[src/design/dtpw_pkg.sv]
// Shared types and constants for the depth test pixel writer.
`timescale 1ns / 1ps
`default_nettype none

package dtpw_pkg;

    // Default sizes of the target frame and of one stored depth.
    localparam int MAX_WIDTH_DEF  = 256;
    localparam int MAX_HEIGHT_DEF = 256;
    localparam int DEPTH_BITS_DEF = 16;

    // Fixed field widths of the ports.
    localparam int CFG_W       = 9;
    localparam int CFG_IDX_W   = 1;
    localparam int COORD_W     = 12;
    localparam int IN_DEPTH_W  = 16;
    localparam int COLOR_W     = 24;
    localparam int PIX_W       = 8;

    // Coordinates and frame sizes are compared at this width; it holds 4096.
    localparam int CMP_W = 13;

    // Output buffer.
    localparam int OUT_FIFO_DEPTH = 4;
    localparam int OUT_PTR_W      = $clog2(OUT_FIFO_DEPTH);
    localparam int OUT_CNT_W      = $clog2(OUT_FIFO_DEPTH + 1);

    // Configuration register indexes.
    localparam logic [CFG_IDX_W-1:0] REG_FRAME_WIDTH  = 1'b0;
    localparam logic [CFG_IDX_W-1:0] REG_FRAME_HEIGHT = 1'b1;

    // Reset value of both frame size registers.
    localparam logic [CFG_W-1:0] FRAME_SIZE_RESET = 9'd256;

    // One pixel write.
    typedef struct packed {
        logic [PIX_W-1:0]   x;
        logic [PIX_W-1:0]   y;
        logic [COLOR_W-1:0] color;
    } pixel_t;

endpackage

`default_nettype wire

[src/design/dtpw_out_fifo.sv]
// Small output buffer that holds pixel writes until the sink takes them.
`timescale 1ns / 1ps
`default_nettype none

module dtpw_out_fifo
    import dtpw_pkg::*;
(
    input  wire logic                 aclk,
    input  wire logic                 aresetn,
    input  wire logic                 push,
    input  wire pixel_t               push_data,
    output logic                      m_valid,
    input  wire logic                 m_ready,
    output pixel_t                    m_data,
    output logic [OUT_CNT_W-1:0]      count
);
    pixel_t                 mem_reg [OUT_FIFO_DEPTH];
    logic [OUT_PTR_W-1:0]   wr_ptr_reg, wr_ptr_next;
    logic [OUT_PTR_W-1:0]   rd_ptr_reg, rd_ptr_next;
    logic [OUT_CNT_W-1:0]   cnt_reg, cnt_next;
    logic                   pop;

    assign pop     = m_valid && m_ready;
    assign m_valid = (cnt_reg != '0);
    assign m_data  = mem_reg[rd_ptr_reg];
    assign count   = cnt_reg;

    always_comb begin
        wr_ptr_next = push ? wr_ptr_reg + 1'b1 : wr_ptr_reg;
        rd_ptr_next = pop ? rd_ptr_reg + 1'b1 : rd_ptr_reg;
        cnt_next    = cnt_reg + OUT_CNT_W'(push) - OUT_CNT_W'(pop);
    end

    always_ff @(posedge aclk) begin
        if (!aresetn) begin
            wr_ptr_reg <= '0;
            rd_ptr_reg <= '0;
            cnt_reg    <= '0;
        end else begin
            wr_ptr_reg <= wr_ptr_next;
            rd_ptr_reg <= rd_ptr_next;
            cnt_reg    <= cnt_next;
        end
    end

    always_ff @(posedge aclk) begin
        if (push) begin
            mem_reg[wr_ptr_reg] <= push_data;
        end
    end

    assert property (@(posedge aclk) disable iff (!aresetn)
        cnt_reg == OUT_CNT_W'(OUT_FIFO_DEPTH) |-> !push || pop)
        else $error("output buffer overflow");

    assert property (@(posedge aclk) disable iff (!aresetn)
        push && !pop |=> cnt_reg == $past(cnt_reg) + 1'b1)
        else $error("output buffer count lost a push");

    assert property (@(posedge aclk) disable iff (!aresetn)
        cnt_reg <= OUT_CNT_W'(OUT_FIFO_DEPTH))
        else $error("output buffer count out of range");

endmodule

`default_nettype wire

[config.mk]
export PLATFORM = sky130hd
export DESIGN_NAME = dtpw_out_fifo
export DESIGN_NICKNAME = d
export VERILOG_FILES = /design/src/design/dtpw_pkg.sv /design/src/design/dtpw_out_fifo.sv
export SDC_FILE = /design/constraint.sdc
export NUM_CORES = 1
export LEC_CHECK = 0
export BUFFER_PORTS_ARGS = -buffer_cell sky130_fd_sc_hd__clkbuf_2
export CAP_MARGIN = 20
export CORE_MARGIN = 4
export CORE_UTILIZATION = 44
export DETAILED_ROUTE_END_ITERATION = 8
export GPL_ROUTABILITY_DRIVEN = 0
export SYNTH_ARGS = -nofsm -noshare
export SYNTH_HDL_FRONTEND = slang
export SYNTH_SLANG_ARGS = --single-unit
[constraint.sdc]
create_clock -name aclk -period 3.06 [get_ports aclk]
set_input_delay 0.918 -clock aclk [delete_from_list [all_inputs] [get_ports aclk]]
set_output_delay 0.918 -clock aclk [all_outputs]
set_load 0.03 [all_outputs]
# Word-level counts from Yosys, hierarchy flattened
# Memories as Yosys holds them, arrays and structs flattened. A register that Yosys moved wholly into a read port is not among the register bits.
# Cells that the tools add are included.
# totals
ff_bits	7
latch_bits	0
mem_bits_rw	160
romBits	0
inputBits	44
out_inout_bits	44
elab_cells	14
memories	1
# mem_list
memory	words	word_bits	rd	rd_clocked_by_memory_dff	wr	line_no	rtl
mem_reg	4	40	1	1	1	dtpw_out_fifo.sv:17	pixel_t mem_reg [OUT_FIFO_DEPTH];
# classes
add_sub_neg	4
multipliers	0
n_div	0
order_cmp	0
n_eq_ne	0
shift	0
mux	4
bitwise_logic	0
reduce_logical	2
# op_table
operator	n
$add A2 B1 Y2 const B	2
$mux W2	2
$add A3 B1 Y3	1
$reduce_bool A3 Y1	1
$sub A3 B1 Y3	1
$mux W1	2
$logic_and A1 B1 Y1	1

# Depth between registers and ports, before layout
# Gate-level depths: netlist of run 1.
# depth
depth_word	4
mapped_depth	7

# Worst setup path after synthesis of run 1
# No wires, ideal clock.
# synth_path
path_kind	input-to-reg
from	input port m_ready
to	register cnt_reg[2] (netlist: count[2])
setup_ns	0.115
arrival_ns	2.202
setup_slack_ns	0.743
path_stages	7
path_cell_list	o31a_1 > ha_1 > inv_1 > ha_1 > fa_1 > xnor3_1 > and2_1
# synth_via
elab_chain_len	2
# synth_rtl
item	line_no	rtl
start: declaration	dtpw_out_fifo.sv:13	input wire logic m_ready,
$logic_and A1 B1 Y1	dtpw_out_fifo.sv:23	assign pop = m_valid && m_ready;
$sub A3 B1 Y3	dtpw_out_fifo.sv:31	cnt_next = cnt_reg + OUT_CNT_W'(push) - OUT_CNT_W'(pop);
end signal: assignment	dtpw_out_fifo.sv:42	cnt_reg <= cnt_next;
end: declaration	dtpw_out_fifo.sv:20	logic [OUT_CNT_W-1:0] cnt_reg, cnt_next;
# Every way passes these cells.
# A chain may end at the register's enable or synchronous reset.

==> impl_metrics.csv, run 1 <==
group,metric,value,unit
timing,skew,0.00808,ns
critical_path,endpoint_kind,"primary output",
synth,ys_types,19,
timing,period_share,95.2,%
finish,nets,413,
floorplanning,start_util,45.1,%
synth,synth-simple-area-share,1.31,%
finish,antenna_cells,0,
timing,clock.fmax,343,MHz
clocking,insertion_delay,0.42,ns
floorplanning,die_area,16300,um^2
power_and_ir_drop,internal_power,4.59,mW
grt,grt_pass1_vias,3029,
synth,synth-main-ff-cell,"edfxtp_1",
synth,synth_common_cells,"160 x edfxtp_1, 40 x mux4_2, 9 x dfxtp_1",
grt,grt_pass1_wl,17300,um
critical_path,critPathLaunchType,"register",
detailed_routing,firstDrtPassIters,4,
flow_run,cap_violations,0,
detailed_routing,via_per_inst,5.17,
clocking,cts.sinks,169,
power_and_ir_drop,p_leak,2.65,nW
timing,setup_tns,0,ns
timing,rsz0062_at_grt,"false",
synth,post_synth_fa_ha_maj_area_fraction,1.51,%
finish,layout-area-overhead-vs-synth,21.3,%
timing,slew_headroom,67.8,%
grt,grt_remaining_overflow,0,
placed_design,hpwl,7140,um
synth,synth_top_area_share,76.4,%
power_and_ir_drop,power.density,825,nW/um^2
timing,hold_slack,0.493,ns
detailed_routing,post_drt_wl_per_cell,19.8,um
synth,syn_nets,304,
synth,async_flop_share,0,%
clocking,clk_pin_slew,0.06,ns
min_path,min_path_type,"reg -> reg",
power_and_ir_drop,p_seq_share,44.2,%
synth,synth_top_family_by_area,"multiplexers",
grt,antenna_found_initial,0,
finish,largest_reg_flops,160,
floorplanning,io_pins,88,
grt,gr-usage-all-layers,14.6,%
critical_path,cp_max_fo,17,
grt,grt_max_degree,28,
detailed_routing,vias,2871,
placed_design,portBuffers,87,
placed_design,post-place-cells,523,
synth,synthMuxAreaShare,15.0,%
power_and_ir_drop,switchingPower,1.70,mW
timing,tightest_slew,0.477,ns
clocking,cts_resized,0,
power_and_ir_drop,combPwrFrac,21.1,%
synth,syn_inst,253,
synth,synth_xor_area_share,0.498,%
timing,finalHoldViolations,0,
clocking,post_cts_buffers,0,
synth,synth_compound_area_share,0.279,%
synth,synthTopCellsByArea,"edfxtp_1 76%, mux4_2 14%, dfxtp_1 2.9%, buf_12 1.3%, ha_1 1.2%",
synth,synth_edf_count,160,
detailed_routing,drt_iter0_markers,136,
power_and_ir_drop,ir_drop,441,uV
clocking,htree_num_levels,4,
synth,yosys_warnings,0,
critical_path,crit_type,"reg -> out",
synth,avgSynthCellArea,24.8,um^2
critical_path,cp.arrival,2.00,ns
floorplanning,chipWidth,128,um
finish,fillers,1081,
timing,slew_violations,0,
synth,synth.most_common_cell,"edfxtp_1",
synth,synth_top_cell_by_area,"edfxtp_1",
synth,ys_seq_area_share,79.3,%
clocking,clock_path_buffers,2,
floorplanning,rows,43,
detailed_routing,drc_errors,0,
finish,multi_input_area,1170,um^2
detailed_routing,antenna_left,0,
synth,ys_ff_latch,169,
synth,netlist_area,6290,um^2
floorplanning,fp.coreArea,13900,um^2
finish,drive_above_1_share,46.9,%
power_and_ir_drop,swShare,27.0,%
finish,stdcell_count,555,
power_and_ir_drop,pwr-share-clk,34.7,%
floorplanning,die_h,128,um
clocking,cts_buffers,17,
timing,finalSetupViolations,0,
timing,min_period,2.91,ns
finish,seqCellArea,4990,um^2
clocking,cts_hold_buf,0,
run_status,outcome,"complete, no violations",
clocking,cts_tree,"yes",
detailed_routing,wl,11000,um
critical_path,cp_data_required_time,2.14,ns
clocking,cts_root_buf,"clkbuf_16",
finish,utilization,54.7,%
[per-layer routing]
metal	share of wire, %	track usage, %
met1	43	19.6
met2	49	22.4
met3	6.5	5.27
met4	1.4	5.11
met5	0	0
[worst max-delay path: stages, from the launching register on]
cell	delay, ns
dfxtp_4	0.57
buf_4	0.27
mux4_2	0.53
clkbuf_2	0.20
[power by group through the flow]
stage | Combinational, mW | Sequential, mW | Clock [mW]
floorplan | 1.06 | 2.79 | 0
global placement | 1.34 | 2.83 | 0
detailed placement | 1.36 | 2.83 | 0
CTS | 1.36 | 2.79 | 2.24
global route | 1.42 | 2.80 | 2.35
finish | 1.33 | 2.78 | 2.18
[per-stage QoR]
step	instance area, um^2	power [mW]	setup WS (ns)
global placement	7000	4.17	0.533
global route	7620	6.57	0.0103
CTS	7620	6.38	0.0770
detailed placement	7000	4.19	0.542
finish	7620	6.29	0.146
floorplan	6290	3.84	0.743
[cell usage in the layout, fill, tap and decap left out]
| cell | count |
|---|---|
| dfxtp_4 | 1 |
| clkbuf_16 | 17 |
| dfxtp_2 | 1 |
| clkinv_2 | 2 |
| dfxtp_1 | 7 |
| clkbuf_2 | 87 |
| and2_2 | 4 |
| mux2i_1 | 4 |
| clkbuf_8 | 4 |
| edfxtp_1 | 160 |
| ha_1 | 6 |
| clkinv_1 | 1 |
| o31a_1 | 1 |
| xnor3_1 | 1 |
| xor2_1 | 1 |
| bufinv_16 | 3 |
| or3_1 | 1 |
| fa_1 | 1 |
| buf_4 | 7 |
| inv_1 | 6 |
| mux4_2 | 40 |
| clkinv_4 | 2 |
| and2_1 | 4 |
| nand2b_1 | 2 |
| nor2b_1 | 1 |
| clkinvlp_4 | 3 |
| nand2_1 | 2 |
| buf_12 | 5 |
| o311ai_0 | 1 |
[final timing paths]
path	startpoint	to	slack (ns)	cells after the start
worst max-delay path	register	m_data[4]	0.15	3
worst min-delay path	rd_ptr_reg[1]	register	0.49	2
worst max register to register	count[1]	count[2]	1.02	7
worst min register to register	rd_ptr_reg[1]	register	0.49	2
[kinds of logic after synthesis]
group | count (synthesis)
DFF | 169
muxes | 44
buffers and inverters | 15
and+or+nand+nor | 14
adders and majority gates | 7
AOI/OAI and AO/OA | 2
xor gates and xnor gates | 2
[cell type report]
class                      instances  share of cell area, %
clock inverter                    11                   1.89
tap                              180                   2.95
sequential                       169                   65.5
inverter                           6                  0.295
multi-input combinational         69                   15.4
clock buffer                      21                   6.30
timing repair buffer              99                   7.72
Note: power is estimated with default switching activity, not from simulation.
==> run 2, diff against run 1 <==
==> constraint.sdc (replaced) <==
create_clock -name aclk -period 3.06 [get_ports aclk]
set_input_delay 0.459 -clock aclk [delete_from_list [all_inputs] [get_ports aclk]]
set_output_delay 0.459 -clock aclk [all_outputs]
set_load 0.03 [all_outputs]
==> run 2 against run 1 <==
Fmax increased by 16%. Register-to-register slack hardly changed. Setup slack improved by 0.40 ns. Wire length is 0.42% higher. Design area decreased by 0.69%. Die area is the same. First-iteration DRC count grew 66%. Sequential share of layout area up 0.45 points. Clock-buffer cell count decreased by 2. Critical path type unchanged. Largest cell class unchanged. Highest routed layer unchanged.
==> impl_metrics.csv, run 2 (synthesized netlist as in run 1, its figures left out) <==
group,metric,value,unit
run_status,outcome,"complete, no violations",
critical_path,crit_family,"flip-flops",
finish,layout_common_cells,"160 x edfxtp_1, 87 x clkbuf_2, 40 x mux4_2",
grt,grt_pass1_vias,3123,
timing,slew_violations,0,
critical_path,endpoint_kind,"primary output",
placed_design,portBuffers,87,
min_path,holdPathEnd,"mem_reg[2][5]",
floorplanning,die_h,128,um
power_and_ir_drop,ir_drop,526,uV
timing,min_period,2.51,ns
timing,tightest_slew,0.454,ns
critical_path,crit_chain,"buf_12 > mux4_2 > clkbuf_2",
timing,period_share,82.2,%
timing,skew,0.00665,ns
clocking,clock_path_buffers,2,
floorplanning,die_area,16300,um^2
timing,slew_headroom,69.4,%
detailed_routing,firstDrtPassIters,4,
finish,mostFrequentLayoutCell,"edfxtp_1",
timing,finalSetupViolations,0,
detailed_routing,drc_errors,0,
grt,grt_remaining_overflow,0,
critical_path,cp_max_fo,24,
min_path,hp-start,"push_data[5]",
detailed_routing,wl,11100,um
critical_path,cp.arrival,2.06,ns
critical_path,cp_data_required_time,2.60,ns
grt,antenna_found_initial,0,
critical_path,critPathLaunchType,"register",
flow_run,cap_violations,0,
timing,clock.fmax,398,MHz
detailed_routing,post_drt_wl_per_cell,20.1,um
floorplanning,rows,43,
clocking,clk_pin_slew,0.06,ns
clocking,cts_buffers,17,
floorplanning,start_util,45.1,%
timing,hold_slack,0.264,ns
detailed_routing,vias,2840,
detailed_routing,drt_iter0_markers,226,
detailed_routing,antenna_left,0,
critical_path,slowest_stage,"dfxtp_4",
finish,nets,408,
timing,rsz0062_at_grt,"false",
critical_path,r2r_slack,1.03,ns
timing,finalHoldViolations,0,
critical_path,cp_num_buf_inv,2,
critical_path,reg2reg_to,"count[2]",
grt,gr-usage-all-layers,14.6,%
critical_path,rr_startpoint,"count[1]",
clocking,insertion_delay,0.41,ns
clocking,cts.sinks,169,
critical_path,reg2reg_depth,7,
min_path,min_path_type,"in -> reg",
placed_design,post-place-cells,518,
power_and_ir_drop,p_leak,2.62,nW
floorplanning,chipWidth,128,um
finish,layout-area-overhead-vs-synth,20.4,%
floorplanning,io_pins,88,
clocking,cts_hold_buf,0,
timing,setup_tns,0,ns
clocking,htree_num_levels,4,
grt,grt_max_degree,28,
placed_design,hpwl,6920,um
finish,largest_reg_flops,160,
clocking,cts_resized,0,
critical_path,max_stage_delay,0.59,ns
finish,stdcell_count,550,
detailed_routing,via_per_inst,5.16,
finish,drive_above_1_share,45.4,%
power_and_ir_drop,power.density,829,nW/um^2
clocking,cts_tree,"yes",
critical_path,crit_type,"reg -> out",
min_path,holdPathStages,1,
grt,grt_pass1_wl,17500,um
clocking,cts_root_buf,"clkbuf_16",
clocking,post_cts_buffers,0,
finish,antenna_cells,0,
floorplanning,fp.coreArea,13900,um^2
[run 2: cell types whose count changed in the layout (fill, tap and decap cells not counted), moves of 2 or more]
cell,change
clkinvlp_4,-2
clkbuf_8,-4
clkbuf_1,+2
buf_4,-5
[run 2: worst max path at each step]
stage               slack, ns      from  cells after the start         end
global route             0.41  register                      3  m_data[38]
finish                   0.55  register                      3  m_data[21]
detailed placement       0.94  register                      3  m_data[38]
CTS                      0.49  register                      3  m_data[38]
floorplan                0.99  count[1]                      7    count[2]
global placement         0.94  register                      3  m_data[38]
[run 2: metal layers]
layer  track usage, %  vias up  share of wire [%]
met5                0        -                  0
met4             4.92        0                1.1
met3             4.68        7                5.6
met2             23.2       70                 49
met1             19.4     1487                 44
li1                 -     1276                  -
[run 2: worst reg2reg max path: stages, from the launching register on]
cell     delay [ns]
dfxtp_1        0.36
o31a_1         0.37
ha_1           0.29
inv_1          0.04
ha_1           0.18
fa_1           0.37
xnor3_1        0.17
and2_1         0.15
[run 2: area by class of cell]
class	count	area, um^2
Clock buffer	19	433
Inverter	6	22.5
Tap cell	180	225
Multi-Input combinational cell	69	1170
Timing Repair Buffer	94	551
Sequential cell	169	4990
Fill cell	1077	6360
Clock inverter	13	176
[run 2: through the flow]
| step | power, mW | util [%] | area (um^2) | setup slack (ns) |
|---|---|---|---|---|
| finish | 6.28 | 54.3 | 7570 | 0.546 |
| global route | 6.53 | 54.3 | 7570 | 0.413 |
| CTS | 6.35 | 54.3 | 7570 | 0.487 |
| detailed placement | 4.17 | 50.0 | 6960 | 0.943 |
| global placement | 4.15 | 50.0 | 6960 | 0.939 |
| floorplan | 3.84 | - | 6290 | 0.986 |
[run 2: power breakdown]
part	total, mW	internal [mW]	switching (mW)
Clock	2.18	1.36	0.824
Sequential	2.78	2.67	0.110
Combinational	1.31	0.535	0.772
==> run 3, diff against run 2 <==
Settings changed: PLACE_DENSITY set to 0.66.
Clock period 3.06 ns to 2.15 ns, I/O delays scaled along.
==> run 3 against run 2 <==
Clock skew increased by 0.0013 ns. Die area unchanged. Critical path depth unchanged. Cell count increased by 0.18%. Combinational power increased by 50%. Clock-buffer cell count unchanged. Design area increased by 0.43%. Power increased by 41%. Clock power increased by 36%. Wire length decreased by 5.6%. Non-clock buffer count increased by 1. Sequential share of layout area decreased by 0.28 points. Highest routed layer unchanged.
==> impl_metrics.csv, run 3 (synthesized netlist as in run 1, its figures left out) <==
group,metric,value,unit
placed_design,dp_slack,0.105,ns
clocking,cts_tree,"yes",
clocking,htree_num_levels,4,
timing,skew,0.00794,ns
run_status,outcome,"complete, no violations",
detailed_routing,drt_iter0_markers,174,
floorplanning,die_area,16300,um^2
placed_design,post-place-cells,519,
timing,period_share,97.4,%
floorplanning,rows,43,
clocking,clk_pin_slew,0.07,ns
finish,drive_above_1_share,46.1,%
floorplanning,die_h,128,um
critical_path,crit_family,"multiplexers",
placed_design,portBuffers,87,
clocking,cts_root_buf,"clkbuf_16",
timing,min_period,2.09,ns
grt,grt_pass1_wl,16600,um
detailed_routing,antenna_left,0,
timing,slew_violations,0,
finish,nets,409,
min_path,min_path_type,"in -> reg",
grt,grt_max_degree,41,
detailed_routing,via_per_inst,5.08,
critical_path,cp_num_buf_inv,2,
grt,gr-usage-all-layers,14.1,%
finish,layout_common_cells,"160 x edfxtp_1, 76 x clkbuf_2, 40 x mux4_2",
timing,finalSetupViolations,0,
detailed_routing,firstDrtPassIters,5,
timing,layout_setup_ws,0.0565,ns
clocking,clock_path_buffers,2,
finish,fillers,1062,
timing,tightest_slew,0.450,ns
critical_path,crit_type,"reg -> out",
timing,clock.fmax,478,MHz
floorplanning,io_pins,88,
critical_path,cp_max_fo,21,
finish,antenna_cells,0,
finish,largest_reg_flops,160,
timing,finalHoldViolations,0,
finish,layout-area-overhead-vs-synth,20.9,%
floorplanning,fp.coreArea,13900,um^2
timing,setup_tns,0,ns
floorplanning,start_util,45.1,%
detailed_routing,drc_errors,0,
flow_run,cap_violations,0,
critical_path,max_stage_delay,0.56,ns
finish,stdcell_count,551,
critical_path,endpoint_kind,"primary output",
clocking,cts.sinks,169,
power_and_ir_drop,power.density,1160,nW/um^2
grt,grt_pass1_vias,3117,
timing,slew_headroom,69.6,%
critical_path,cp.arrival,1.77,ns
finish,mostFrequentLayoutCell,"edfxtp_1",
clocking,cts_hold_buf,0,
detailed_routing,post_drt_wl_per_cell,18.9,um
detailed_routing,wl,10400,um
detailed_routing,vias,2797,
critical_path,slowest_stage,"mux4_2",
clocking,cts_buffers,17,
timing,rsz0062_at_grt,"true",
clocking,post_cts_buffers,0,
power_and_ir_drop,p_leak,2.62,nW
grt,antenna_found_initial,0,
clocking,cts_resized,0,
clocking,insertion_delay,0.42,ns
power_and_ir_drop,ir_drop,588,uV
placed_design,hpwl,6290,um
floorplanning,chipWidth,128,um
critical_path,cp_data_required_time,1.83,ns
grt,grt_remaining_overflow,0,
critical_path,crit_chain,"buf_16 > mux4_2 > buf_2",
critical_path,critPathLaunchType,"register",
run 3: layout make-up:
| type | instances | area [um^2] | area share [%] |
|---|---|---|---|
| clock buffer | 19 | 433 | 5.69 |
| clock inverter | 13 | 154 | 2.02 |
| inverter | 6 | 22.5 | 0.296 |
| multi-input combinational | 69 | 1170 | 15.4 |
| sequential | 169 | 4990 | 65.6 |
| tap | 180 | 225 | 2.96 |
| timing repair buffer | 95 | 606 | 7.97 |
run 3: path summary, 6_finish.rpt:
check / startpoint / to / slack [ns] / cells past startpoint
max: register / m_data[13] / 0.06 / 3
min: push_data[11] / mem_reg[0][11] / 0.12 / 1
max reg2reg: count[2] / count[2] / 0.10 / 7
min reg2reg: rd_ptr_reg[1] / register / 0.50 / 2
run 3: report_power, final:
group	total (mW)	switching, mW	leakage [nW]	internal [mW]
Sequential	3.89	0.0809	1.54	3.81
Clock	2.97	1.16	0.279	1.81
Combinational	1.97	1.16	0.798	0.811
run 3: per-layer routing:
metal	GRT usage [%]	up-vias	wire length, um
met4	4.73	0	132
met1	17.4	1435	4250
met3	5.64	12	662
met5	0	-	0
li1	-	1269	-
met2	22.7	81	5390
run 3: through the flow:
stage | util (%) | total power [mW] | cell area (um^2) | hold slack [ns]
5_1_grt | 54.6 | 9.24 | 7600 | 0.0956
6_report | 54.6 | 8.83 | 7600 | 0.117
2_1_floorplan | - | 5.47 | 6290 | 0.421
4_1_cts | 54.5 | 8.94 | 7590 | 0.0991
3_5_place_dp | 50.3 | 5.96 | 7010 | 0.476
3_3_place_gp | 50.3 | 5.93 | 7010 | 0.461
